File: src/design/ifdv_pkg.sv
// ----------------------------------------------------------------------------
// ifdv_pkg - shared types and constants for the IR frame dim/vignette core
// Register indexes, fixed-point constants, and the controller/datapath link.
// ----------------------------------------------------------------------------
package ifdv_pkg;

  // default for the largest supported frame dimension
  localparam int MAX_DIM_DEFAULT = 4096;

  // configuration port
  localparam int CFG_IDX_W  = 2;
  localparam int CFG_DATA_W = 23;

  localparam logic [CFG_IDX_W-1:0] REG_FRAME_WIDTH   = 2'd0;
  localparam logic [CFG_IDX_W-1:0] REG_FRAME_HEIGHT  = 2'd1;
  localparam logic [CFG_IDX_W-1:0] REG_PIXEL_FORMAT  = 2'd2;
  localparam logic [CFG_IDX_W-1:0] REG_VIGNETTE_GAIN = 2'd3;

  // field widths
  localparam int DIM_W  = 13;
  localparam int GAIN_W = 23;
  localparam int PIX_W  = 8;

  localparam logic [DIM_W-1:0]  WIDTH_RST  = 13'd640;
  localparam logic [DIM_W-1:0]  HEIGHT_RST = 13'd480;
  localparam logic [GAIN_W-1:0] GAIN_RST   = 23'd20;

  // pixel_format codes
  localparam logic FMT_RGB  = 1'b0;
  localparam logic FMT_GRAY = 1'b1;

  // Q16 luma weights (sum to 65536) and the 0.4 dim factor
  localparam int LUMA_W = 24;
  localparam logic [15:0] LUMA_R = 16'd19595;
  localparam logic [15:0] LUMA_G = 16'd38470;
  localparam logic [15:0] LUMA_B = 16'd7471;
  localparam int DIMQ_W = 15;
  localparam logic [DIMQ_W-1:0] DIM_Q16 = 15'd26214;
  localparam int GRAYP_W = PIX_W + DIMQ_W;

  // vignette factor 2^24 - gd, Q24, range 1..2^24
  localparam int Q24   = 24;
  localparam int VF_W  = Q24 + 1;
  localparam logic [VF_W-1:0] VF_ONE = 25'h1000000;

  // dim = luma * 0.4 is Q32 and 39 bits; it is split for the final multiply
  localparam int P1_W    = LUMA_W + DIMQ_W;
  localparam int SPLIT   = 20;
  localparam int P1HI_W  = P1_W - SPLIT;
  localparam int PLO_W   = SPLIT + VF_W;
  localparam int PHI_W   = P1HI_W + VF_W;
  localparam int FIN_SH  = 56 - SPLIT;

  // shared multiplier operand width
  localparam int MUL_W = 32;

  // datapath steps issued by the controller
  typedef enum logic [3:0] {
    OP_NONE = 4'd0,
    OP_SQX  = 4'd1,
    OP_SQY  = 4'd2,
    OP_SUM  = 4'd3,
    OP_GAIN = 4'd4,
    OP_DIM  = 4'd5,
    OP_LO   = 4'd6,
    OP_HI   = 4'd7,
    OP_FIN  = 4'd8
  } op_t;

  typedef struct packed {
    logic capture;
    op_t  op;
  } cmd_t;

  typedef struct packed {
    logic gray;
    logic out_free;
  } sts_t;

endpackage

File: src/design/ir_frame_dim_vignette_core.sv
// ----------------------------------------------------------------------------
// ir_frame_dim_vignette_core - dimmed, vignetted IR-style gray from camera
// Top level: sequencer plus datapath with one shared 32x32 multiplier.
// ----------------------------------------------------------------------------
// Usage:
//   Input words (red_or_gray, green, blue) arrive in raster order on the
//   in_valid/in_ready channel; one result word (ir_pixel, end_of_frame)
//   leaves on out_valid/out_ready for each input word.
//   Registers are written through cfg_write/cfg_index/cfg_data; the user
//   must write them only while idle; the block does not enforce it.
// Steps:
//   RGB words run six multiply steps, a sum and a final step on the shared
//   multiplier; gray words skip the vignette and go to the final step.
//   The next word is taken only once the last is in the output register.
// Reset (rst, synchronous): registers go to 640x480, RGB, gain 20; the
//   column and row counters clear; no output word is pending.
// Stall: the result sits in an output register; the next word is taken
//   while it waits, and its finished result holds in the datapath until
//   the output register is free.
// ----------------------------------------------------------------------------
module ir_frame_dim_vignette_core #(
  parameter int MAX_DIMENSION = ifdv_pkg::MAX_DIM_DEFAULT
) (
  input  logic                            clk,
  input  logic                            rst,
  input  logic                            cfg_write,
  input  logic [ifdv_pkg::CFG_IDX_W-1:0]  cfg_index,
  input  logic [ifdv_pkg::CFG_DATA_W-1:0] cfg_data,
  input  logic                            in_valid,
  output logic                            in_ready,
  input  logic [ifdv_pkg::PIX_W-1:0]      red_or_gray,
  input  logic [ifdv_pkg::PIX_W-1:0]      green,
  input  logic [ifdv_pkg::PIX_W-1:0]      blue,
  output logic                            out_valid,
  input  logic                            out_ready,
  output logic [ifdv_pkg::PIX_W-1:0]      ir_pixel,
  output logic                            end_of_frame
);

  ifdv_pkg::cmd_t cmd;
  ifdv_pkg::sts_t sts;

  ifdv_ctrl u_ctrl (
    .clk      (clk),
    .rst      (rst),
    .in_valid (in_valid),
    .in_ready (in_ready),
    .sts      (sts),
    .cmd      (cmd)
  );

  ifdv_dp #(
    .MAX_DIMENSION (MAX_DIMENSION)
  ) u_dp (
    .clk          (clk),
    .rst          (rst),
    .cfg_write    (cfg_write),
    .cfg_index    (cfg_index),
    .cfg_data     (cfg_data),
    .red_or_gray  (red_or_gray),
    .green        (green),
    .blue         (blue),
    .cmd          (cmd),
    .sts          (sts),
    .out_ready    (out_ready),
    .out_valid    (out_valid),
    .ir_pixel     (ir_pixel),
    .end_of_frame (end_of_frame)
  );

endmodule

File: src/design/ifdv_ctrl.sv
// ----------------------------------------------------------------------------
// ifdv_ctrl - sequencer for the IR frame dim/vignette core
// Walks one word through the shared-multiplier steps of the datapath.
// ----------------------------------------------------------------------------
module ifdv_ctrl (
  input  logic            clk,
  input  logic            rst,
  input  logic            in_valid,
  output logic            in_ready,
  input  ifdv_pkg::sts_t  sts,
  output ifdv_pkg::cmd_t  cmd
);

  typedef enum logic [8:0] {
    S_IDLE = 9'b000000001,
    S_SQX  = 9'b000000010,
    S_SQY  = 9'b000000100,
    S_SUM  = 9'b000001000,
    S_GAIN = 9'b000010000,
    S_DIM  = 9'b000100000,
    S_LO   = 9'b001000000,
    S_HI   = 9'b010000000,
    S_FIN  = 9'b100000000
  } state_t;

  state_t state;
  state_t state_next;

  always_ff @(posedge clk) begin
    if (rst) begin
      state <= S_IDLE;
    end else begin
      state <= state_next;
    end
  end

  always_comb begin
    state_next  = state;
    cmd.capture = 1'b0;
    cmd.op      = ifdv_pkg::OP_NONE;
    in_ready    = 1'b0;
    unique case (state)
      S_IDLE: begin
        in_ready = 1'b1;
        if (in_valid) begin
          cmd.capture = 1'b1;
          // gray words need no vignette
          state_next  = sts.gray ? S_FIN : S_SQX;
        end
      end
      S_SQX: begin
        cmd.op     = ifdv_pkg::OP_SQX;
        state_next = S_SQY;
      end
      S_SQY: begin
        cmd.op     = ifdv_pkg::OP_SQY;
        state_next = S_SUM;
      end
      S_SUM: begin
        cmd.op     = ifdv_pkg::OP_SUM;
        state_next = S_GAIN;
      end
      S_GAIN: begin
        cmd.op     = ifdv_pkg::OP_GAIN;
        state_next = S_DIM;
      end
      S_DIM: begin
        cmd.op     = ifdv_pkg::OP_DIM;
        state_next = S_LO;
      end
      S_LO: begin
        cmd.op     = ifdv_pkg::OP_LO;
        state_next = S_HI;
      end
      S_HI: begin
        cmd.op     = ifdv_pkg::OP_HI;
        state_next = S_FIN;
      end
      S_FIN: begin
        cmd.op = ifdv_pkg::OP_FIN;
        if (sts.out_free) begin
          state_next = S_IDLE;
        end
      end
      default: begin
        state_next = S_IDLE;
      end
    endcase
  end

endmodule

File: src/design/ifdv_dp.sv
// ----------------------------------------------------------------------------
// ifdv_dp - datapath of the IR frame dim/vignette core
// Config registers, position counters, shared multiplier and output register.
// ----------------------------------------------------------------------------
module ifdv_dp #(
  parameter int MAX_DIMENSION = ifdv_pkg::MAX_DIM_DEFAULT
) (
  input  logic                            clk,
  input  logic                            rst,
  input  logic                            cfg_write,
  input  logic [ifdv_pkg::CFG_IDX_W-1:0]  cfg_index,
  input  logic [ifdv_pkg::CFG_DATA_W-1:0] cfg_data,
  input  logic [ifdv_pkg::PIX_W-1:0]      red_or_gray,
  input  logic [ifdv_pkg::PIX_W-1:0]      green,
  input  logic [ifdv_pkg::PIX_W-1:0]      blue,
  input  ifdv_pkg::cmd_t                  cmd,
  output ifdv_pkg::sts_t                  sts,
  input  logic                            out_ready,
  output logic                            out_valid,
  output logic [ifdv_pkg::PIX_W-1:0]      ir_pixel,
  output logic                            end_of_frame
);

  localparam int CNT_W   = $clog2(MAX_DIMENSION);
  localparam int CMP_W   = (CNT_W + 1 > ifdv_pkg::DIM_W) ? CNT_W + 1 : ifdv_pkg::DIM_W;
  localparam int OFS_W   = CMP_W;
  localparam int SQ_W    = 2 * OFS_W;
  localparam int SUM_W   = SQ_W + 1;
  localparam int GD_W    = ifdv_pkg::GAIN_W + SUM_W;
  localparam int PROD_W  = (GD_W > ifdv_pkg::PLO_W) ? GD_W : ifdv_pkg::PLO_W;
  localparam logic [CNT_W-1:0] CNT_LAST = CNT_W'(MAX_DIMENSION - 1);

  // configuration
  logic [ifdv_pkg::DIM_W-1:0]  frame_width;
  logic [ifdv_pkg::DIM_W-1:0]  frame_height;
  logic                        pixel_format;
  logic [ifdv_pkg::GAIN_W-1:0] vignette_gain;

  // position
  logic [CNT_W-1:0] column_count;
  logic [CNT_W-1:0] row_count;
  logic             row_end;
  logic             frame_end;

  // captured word
  logic                        gray_q;
  logic                        eof_q;
  logic [ifdv_pkg::LUMA_W-1:0] luma_q;
  logic [OFS_W-1:0]            ox_q;
  logic [OFS_W-1:0]            oy_q;
  logic [ifdv_pkg::PIX_W-1:0]  gray_pix_q;

  // arithmetic
  logic [ifdv_pkg::LUMA_W-1:0]  luma_c;
  logic [ifdv_pkg::GRAYP_W-1:0] gray_prod;
  logic [OFS_W-1:0]             two_x;
  logic [OFS_W-1:0]             two_y;
  logic [OFS_W-1:0]             w_ext;
  logic [OFS_W-1:0]             h_ext;
  logic [OFS_W-1:0]             ox_c;
  logic [OFS_W-1:0]             oy_c;
  logic [ifdv_pkg::MUL_W-1:0]   mul_a;
  logic [ifdv_pkg::MUL_W-1:0]   mul_b;
  logic [2*ifdv_pkg::MUL_W-1:0] mul_p;
  logic [PROD_W-1:0]            prod;
  logic [SQ_W-1:0]              sqx_q;
  logic [SUM_W-1:0]             dsum;
  logic                         kill_q;
  logic [ifdv_pkg::VF_W-1:0]    vfac;
  logic [ifdv_pkg::P1HI_W-1:0]  p1hi;
  logic [ifdv_pkg::PLO_W-1:0]   plo_q;
  logic [ifdv_pkg::PLO_W-1:0]   fin_sum;
  logic [ifdv_pkg::PIX_W-1:0]   rgb_pix;
  logic                         load_out;

  // config writes
  always_ff @(posedge clk) begin
    if (rst) begin
      frame_width   <= ifdv_pkg::WIDTH_RST;
      frame_height  <= ifdv_pkg::HEIGHT_RST;
      pixel_format  <= ifdv_pkg::FMT_RGB;
      vignette_gain <= ifdv_pkg::GAIN_RST;
    end else if (cfg_write) begin
      unique case (cfg_index)
        ifdv_pkg::REG_FRAME_WIDTH:   frame_width   <= cfg_data[ifdv_pkg::DIM_W-1:0];
        ifdv_pkg::REG_FRAME_HEIGHT:  frame_height  <= cfg_data[ifdv_pkg::DIM_W-1:0];
        ifdv_pkg::REG_PIXEL_FORMAT:  pixel_format  <= cfg_data[0];
        ifdv_pkg::REG_VIGNETTE_GAIN: vignette_gain <= cfg_data;
      endcase
    end
  end

  // counters never pass MAX_DIMENSION-1: a row or frame ends there; a zero size acts as one
  always_comb begin
    row_end   = (CMP_W'(column_count) + CMP_W'(1) >= CMP_W'(frame_width)) ||
                (column_count == CNT_LAST);
    frame_end = row_end &&
                ((CMP_W'(row_count) + CMP_W'(1) >= CMP_W'(frame_height)) ||
                 (row_count == CNT_LAST));
  end

  always_ff @(posedge clk) begin
    if (rst) begin
      column_count <= '0;
      row_count    <= '0;
    end else if (cmd.capture) begin
      if (frame_end) begin
        column_count <= '0;
        row_count    <= '0;
      end else if (row_end) begin
        column_count <= '0;
        row_count    <= row_count + CNT_W'(1);
      end else begin
        column_count <= column_count + CNT_W'(1);
      end
    end
  end

  // per-word front end: luma, gray result, radial offsets
  always_comb begin
    luma_c = ifdv_pkg::LUMA_W'(red_or_gray) * ifdv_pkg::LUMA_W'(ifdv_pkg::LUMA_R) +
             ifdv_pkg::LUMA_W'(green)       * ifdv_pkg::LUMA_W'(ifdv_pkg::LUMA_G) +
             ifdv_pkg::LUMA_W'(blue)        * ifdv_pkg::LUMA_W'(ifdv_pkg::LUMA_B);
    gray_prod = ifdv_pkg::GRAYP_W'(red_or_gray) * ifdv_pkg::GRAYP_W'(ifdv_pkg::DIM_Q16);
    two_x = OFS_W'({column_count, 1'b0});
    two_y = OFS_W'({row_count, 1'b0});
    w_ext = OFS_W'(frame_width);
    h_ext = OFS_W'(frame_height);
    ox_c  = (two_x >= w_ext) ? two_x - w_ext : w_ext - two_x;
    oy_c  = (two_y >= h_ext) ? two_y - h_ext : h_ext - two_y;
  end

  always_ff @(posedge clk) begin
    if (cmd.capture) begin
      gray_q     <= pixel_format;
      eof_q      <= frame_end;
      luma_q     <= luma_c;
      ox_q       <= ox_c;
      oy_q       <= oy_c;
      // 255 * 0.4 stays below 256, so no clamp is needed
      gray_pix_q <= {1'b0, gray_prod[ifdv_pkg::GRAYP_W-1:16]};
    end
  end

  // shared multiplier
  always_comb begin
    mul_a = '0;
    mul_b = '0;
    unique case (cmd.op)
      ifdv_pkg::OP_SQX: begin
        mul_a = ifdv_pkg::MUL_W'(ox_q);
        mul_b = ifdv_pkg::MUL_W'(ox_q);
      end
      ifdv_pkg::OP_SQY: begin
        mul_a = ifdv_pkg::MUL_W'(oy_q);
        mul_b = ifdv_pkg::MUL_W'(oy_q);
      end
      ifdv_pkg::OP_GAIN: begin
        mul_a = ifdv_pkg::MUL_W'(vignette_gain);
        mul_b = ifdv_pkg::MUL_W'(dsum);
      end
      ifdv_pkg::OP_DIM: begin
        mul_a = ifdv_pkg::MUL_W'(luma_q);
        mul_b = ifdv_pkg::MUL_W'(ifdv_pkg::DIM_Q16);
      end
      ifdv_pkg::OP_LO: begin
        mul_a = ifdv_pkg::MUL_W'(prod[ifdv_pkg::SPLIT-1:0]);
        mul_b = ifdv_pkg::MUL_W'(vfac);
      end
      ifdv_pkg::OP_HI: begin
        mul_a = ifdv_pkg::MUL_W'(p1hi);
        mul_b = ifdv_pkg::MUL_W'(vfac);
      end
      default: begin
        mul_a = '0;
        mul_b = '0;
      end
    endcase
    mul_p = mul_a * mul_b;
  end

  always_ff @(posedge clk) begin
    unique case (cmd.op)
      ifdv_pkg::OP_SQX: begin
        prod <= mul_p[PROD_W-1:0];
      end
      ifdv_pkg::OP_SQY: begin
        prod  <= mul_p[PROD_W-1:0];
        sqx_q <= prod[SQ_W-1:0];
      end
      ifdv_pkg::OP_SUM: begin
        dsum <= SUM_W'(sqx_q) + SUM_W'(prod[SQ_W-1:0]);
      end
      ifdv_pkg::OP_GAIN: begin
        prod <= mul_p[PROD_W-1:0];
      end
      ifdv_pkg::OP_DIM: begin
        // prod holds gain*d here; at or past one the vignette zeroes the word
        prod   <= mul_p[PROD_W-1:0];
        kill_q <= |prod[GD_W-1:ifdv_pkg::Q24];
        vfac   <= ifdv_pkg::VF_ONE - ifdv_pkg::VF_W'(prod[ifdv_pkg::Q24-1:0]);
      end
      ifdv_pkg::OP_LO: begin
        prod <= mul_p[PROD_W-1:0];
        p1hi <= prod[ifdv_pkg::P1_W-1:ifdv_pkg::SPLIT];
      end
      ifdv_pkg::OP_HI: begin
        prod  <= mul_p[PROD_W-1:0];
        plo_q <= prod[ifdv_pkg::PLO_W-1:0];
      end
      default: begin
      end
    endcase
  end

  // (hi*v << 20 + lo*v) >> 56 == (hi*v + (lo*v >> 20)) >> 36; result < 102
  always_comb begin
    fin_sum = ifdv_pkg::PLO_W'(prod[ifdv_pkg::PHI_W-1:0]) +
              ifdv_pkg::PLO_W'(plo_q[ifdv_pkg::PLO_W-1:ifdv_pkg::SPLIT]);
    rgb_pix = kill_q ? '0 :
              fin_sum[ifdv_pkg::FIN_SH+ifdv_pkg::PIX_W-1:ifdv_pkg::FIN_SH];
  end

  // output register
  assign sts.out_free = !out_valid || out_ready;
  assign sts.gray     = pixel_format;
  assign load_out     = (cmd.op == ifdv_pkg::OP_FIN) && sts.out_free;

  always_ff @(posedge clk) begin
    if (rst) begin
      out_valid <= 1'b0;
    end else if (load_out) begin
      out_valid <= 1'b1;
    end else if (out_ready) begin
      out_valid <= 1'b0;
    end
  end

  always_ff @(posedge clk) begin
    if (load_out) begin
      ir_pixel     <= gray_q ? gray_pix_q : rgb_pix;
      end_of_frame <= eof_q;
    end
  end

  a_cnt_bound: assert property (@(posedge clk) disable iff (rst)
    (column_count <= CNT_LAST) && (row_count <= CNT_LAST))
    else $error("position counter past the largest dimension");

  a_eof_wrap: assert property (@(posedge clk) disable iff (rst)
    cmd.capture && frame_end |=> (column_count == '0) && (row_count == '0))
    else $error("counters did not wrap at end of frame");

  a_kill_zero: assert property (@(posedge clk) disable iff (rst)
    load_out && !gray_q && kill_q |=> (ir_pixel == '0))
    else $error("vignette cutoff did not zero the word");

endmodule
File: config.mk
export PLATFORM = sky130hd
export DESIGN_NAME = ir_frame_dim_vignette_core
export DESIGN_NICKNAME = d
export VERILOG_FILES = /design/src/design/ifdv_pkg.sv /design/src/design/ir_frame_dim_vignette_core.sv /design/src/design/ifdv_ctrl.sv /design/src/design/ifdv_dp.sv
export SDC_FILE = /design/constraint.sdc
export NUM_CORES = 2
export LEC_CHECK = 0
export BUFFER_PORTS_ARGS = -buffer_cell sky130_fd_sc_hd__buf_2
export CAP_MARGIN = 10
export CELL_PAD_IN_SITES_DETAIL_PLACEMENT = 1
export CELL_PAD_IN_SITES_GLOBAL_PLACEMENT = 1
export CORE_ASPECT_RATIO = 1.2
export CORE_UTILIZATION = 47
export DETAILED_ROUTE_END_ITERATION = 10
export PLACE_DENSITY_LB_ADDON = 0.1
export SYNTH_ARGS = -nofsm -noshare
export SYNTH_HDL_FRONTEND = slang
export SYNTH_HIERARCHICAL = 1
export SYNTH_SLANG_ARGS = --single-unit
File: constraint.sdc
create_clock -name clk -period 10 [get_ports clk]
set_input_delay 1.5 -clock clk [delete_from_list [all_inputs] [get_ports clk]]
set_output_delay 1.5 -clock clk [all_outputs]
set_load 0.1 [all_outputs]
==> impl_metrics.yaml <==
run_status:
  status: "finished, final reports clean"
min_path:
  holdPathStages: 0
  hold_start: "u_dp/eof_q"
  hold_class: "reg -> reg"
  holdPathEnd: "u_dp/end_of_frame"
critical_path:
  cp.required_ns: 10.28
  cp_max_fo: 14
  cpMostUsedCell: "fa_1"
  arrival_ns: 10.04
  end_kind: "flop"
  cpMaxStageDelayCell: "a22oi_1"
  rr_worst_depth: 30
  regToRegEndpoint: "u_dp/prod[47]"
  r2r-start: "u_ctrl/state[7]"
  slowest_delay_ns: 0.98
  crit_type: "reg -> reg"
  r2r_slack_ns: 0.24
  crit_path_start_kind: "flop"
clock_tree:
  cts_buffers: 36
  clock_latency_ns: 0.56
  cts_tree: "built"
  ctsHtreeMaxLevel: 2
  clkTransAtPathRegs_ns: 0.06
  cts_root_buf: "clkbuf_16"
  clk_path_buf_depth: 3
  ctsHoldBuffers: 0
  clock-sinks: 325
global_routing:
  grt_max_degree: 69
  grt_pass1_wl_mm: 226
  antenna_found_initial: 0
  gr-total-overflow: 0
  grt_pass1_vias: 37975
  grt_usage_pct: 30.6
power_and_ir_drop:
  ir_worst_vdd_mv: 0.504
  p_switching_mw: 3.30
  leakagePower_nw: 23.0
  pwr_density_cell_nw_per_um2: 156
  combinationalPowerShare_pct: 58.3
  intPower_mw: 4.36
  clock_power_share_pct: 17.5
  p_seq_share_pct: 24.2
  p_sw_share_pct: 43.1
  finalPower_mw: 7.66
sta:
  hold_viol: 0
  worst_pin_slew_ns: 1.33
  slew_headroom_pct: 11.7
  finalCriticalPeriod_ns: 9.76
  rsz0062_at_grt: "yes"
  slew_viol_final: 0
  finalSetupViolations: 0
  finalClockSkew_ns: 0.0240
  fin_crit_sh_pct: 97.6
  tns_ns: 0
  fin_ws_ns: 0.240
  fmax_ghz: 0.102
synthesis:
  synthCells: 4840
  ys_seq_elements: 325
  syn_area_per_cell_sq_um: 9.37
  async_flop_share_pct: 0
  synthFlopType: "edfxtp_1"
  yosys.area.top_type: "fa_1"
  yosys.area.top_type_share_pct: 30.1
  synth-edff-count: 241
  synth.cell_area_sq_um: 45300
  synth_area_leaders: "fa_1 30%, edfxtp_1 16%, ha_1 13%"
  seq_area_frac_synth_pct: 19.7
  ys_warn_count: 6
  ys_types: 96
place:
  io_buffers: 64
  place_ws_ns: 0.128
  dpl.hpwl_mm: 122
  dp.cells: 6156
  gp_congestion: 0.987
final_layout:
  post-route-util_pct: 51.6
  post_route_cells_drive_above_1_share_pct: 7.37
  syn_to_final_growth_pct: 8.49
  diodes: 0
  layout.nets: 6157
  layoutNonFillerInstCount: 6224
floorplan:
  ios: 65
  initial_core_util_pct: 47.5
  die-area_sq_um: 97700
  die-height_um: 342
  die_w_um: 286
  row_count: 124
  core_area_sq_um: 95400
route:
  ant_nets: 0
  num_vias: 34618
  drt-initial-drc-count: 1843
  wire_per_inst_um: 23.4
  vias_per_cell: 5.56
  route.detailed.drc: 0
  drt-pass1-iter-count: 7
  drt_wl_total_mm: 145
flow_run:
  cap_violations: 0
[cell type report]
type | count | area (sq um)
fill | 10975 | 46200
multi-input combinational | 3355 | 32200
sequential | 325 | 8920
inverter | 999 | 3750
timing repair buffer | 219 | 1610
tap | 1260 | 1580
clock buffer | 43 | 927
clock inverter | 23 | 223
[synthesized netlist by cell type (all sizes together) (54+ instances only)]
master / n
inv: 999
fa: 682
nand2: 652
ha: 485
nor2: 251
edfxtp: 241
a21oi: 221
xnor2: 130
clkbuf: 122
o21ai: 104
dfxtp: 84
a21o: 81
nand3: 67
buf: 56
nor3: 54
[layout by cell type (no fill, tap or decap), types with 20 or more instances in the layout]
cell type | Yosys | final
a211oi_1 | 20 | 20
a21o_1 | 81 | 81
a21oi_1 | 219 | 219
a22o_1 | 27 | 22
a22oi_1 | 31 | 29
a31oi_1 | 30 | 28
and2_1 | 49 | 49
and3_1 | 27 | 24
buf_2 | 43 | 64
buf_4 | 2 | 140
clkbuf_16 | 0 | 36
dfxtp_1 | 84 | 84
edfxtp_1 | 241 | 241
fa_1 | 682 | 682
ha_1 | 485 | 485
inv_1 | 998 | 998
nand2_1 | 652 | 652
nand2b_1 | 25 | 25
nand3_1 | 66 | 64
nand4_1 | 41 | 41
nor2_1 | 250 | 246
nor2b_1 | 25 | 25
nor3_1 | 52 | 47
o21a_1 | 20 | 20
o21ai_0 | 93 | 92
o21bai_1 | 20 | 20
xnor2_1 | 130 | 130
xor2_1 | 52 | 52
[worst max path at each step]
stage,start,endpoint,cells after the start
after floorplan,u_ctrl/state[2],u_dp/prod[46],32
after global placement,u_ctrl/state[7],u_dp/prod[49],33
after detailed placement,u_ctrl/state[8],u_dp/prod[42],34
after CTS,u_ctrl/state[7],u_dp/prod[46],33
after global routing,u_ctrl/state[3],u_dp/prod[49],39
final,u_ctrl/state[7],u_dp/prod[47],30
[routing by layer]
metal | global-route usage (%) | wire [um] | vias to the layer above
met1 | 38.7 | 59500 | 17879
met4 | 12.4 | 6770 | 0
met2 | 53.8 | 73000 | 802
met3 | 2.50 | 6110 | 260
met5 | 0 | 0 | -
li1 | - | - | 15677
[flip-flops by register name, summed over array words and instances (netlist names), 12 cells and up]
register / flops
u_dp/column_count: 12
u_dp/dsum: 27
u_dp/frame_height: 13
u_dp/frame_width: 13
u_dp/luma_q: 24
u_dp/ox_q: 13
u_dp/oy_q: 13
u_dp/p1hi: 19
u_dp/plo_q: 25
u_dp/prod: 50
u_dp/row_count: 12
u_dp/sqx_q: 26
u_dp/vfac: 25
u_dp/vignette_gain: 23
[through the flow]
step           hold slack, ns  area, sq um
3_3_place_gp            0.411        47900
3_5_place_dp            0.420        47900
4_1_cts                 0.442        49000
2_1_floorplan           0.400        45400
6_report                0.430        49200
5_1_grt                 0.446        49200
[timing repair]
item / CTS / global route
setup endpoints to repair: 0 / 13
setup buffers: 0 / 1
resized for setup: 0 / 31
[power by group through the flow]
stage / combinational [mW] / sequential, mW / clock, mW
after global placement: 4.38 / 1.89 / 0
after CTS: 4.54 / 1.86 / 1.37
final: 4.47 / 1.86 / 1.34
after global routing: 5.05 / 1.86 / 1.41
after detailed placement: 4.52 / 1.89 / 0
after floorplan: 3.30 / 1.83 / 0
[logic make-up after synthesis]
family                   share of synthesized area [%]
AND/OR/NAND/NOR                                   12.6
buffers and inverters                             9.93
adder cells (fa/ha/maj)                           43.5
AO/OA/AOI/OAI                                     9.77
flip-flops                                        19.7
XOR/XNOR                                          3.52
multiplexers                                      1.01
other                                           0.0166
[worst max-delay path, delay by kind of cell (launching register included)]
family | cells | cell delay [ns]
XOR/XNOR | 2 | 0.41
AO/OA/AOI/OAI | 8 | 2.42
flip-flops | 1 | 0.53
adder cells (fa/ha/maj) | 8 | 3.79
buffers and inverters | 6 | 1.12
AND/OR/NAND/NOR | 6 | 1.19
No activity file was read; power rests on OpenSTA's default activity.
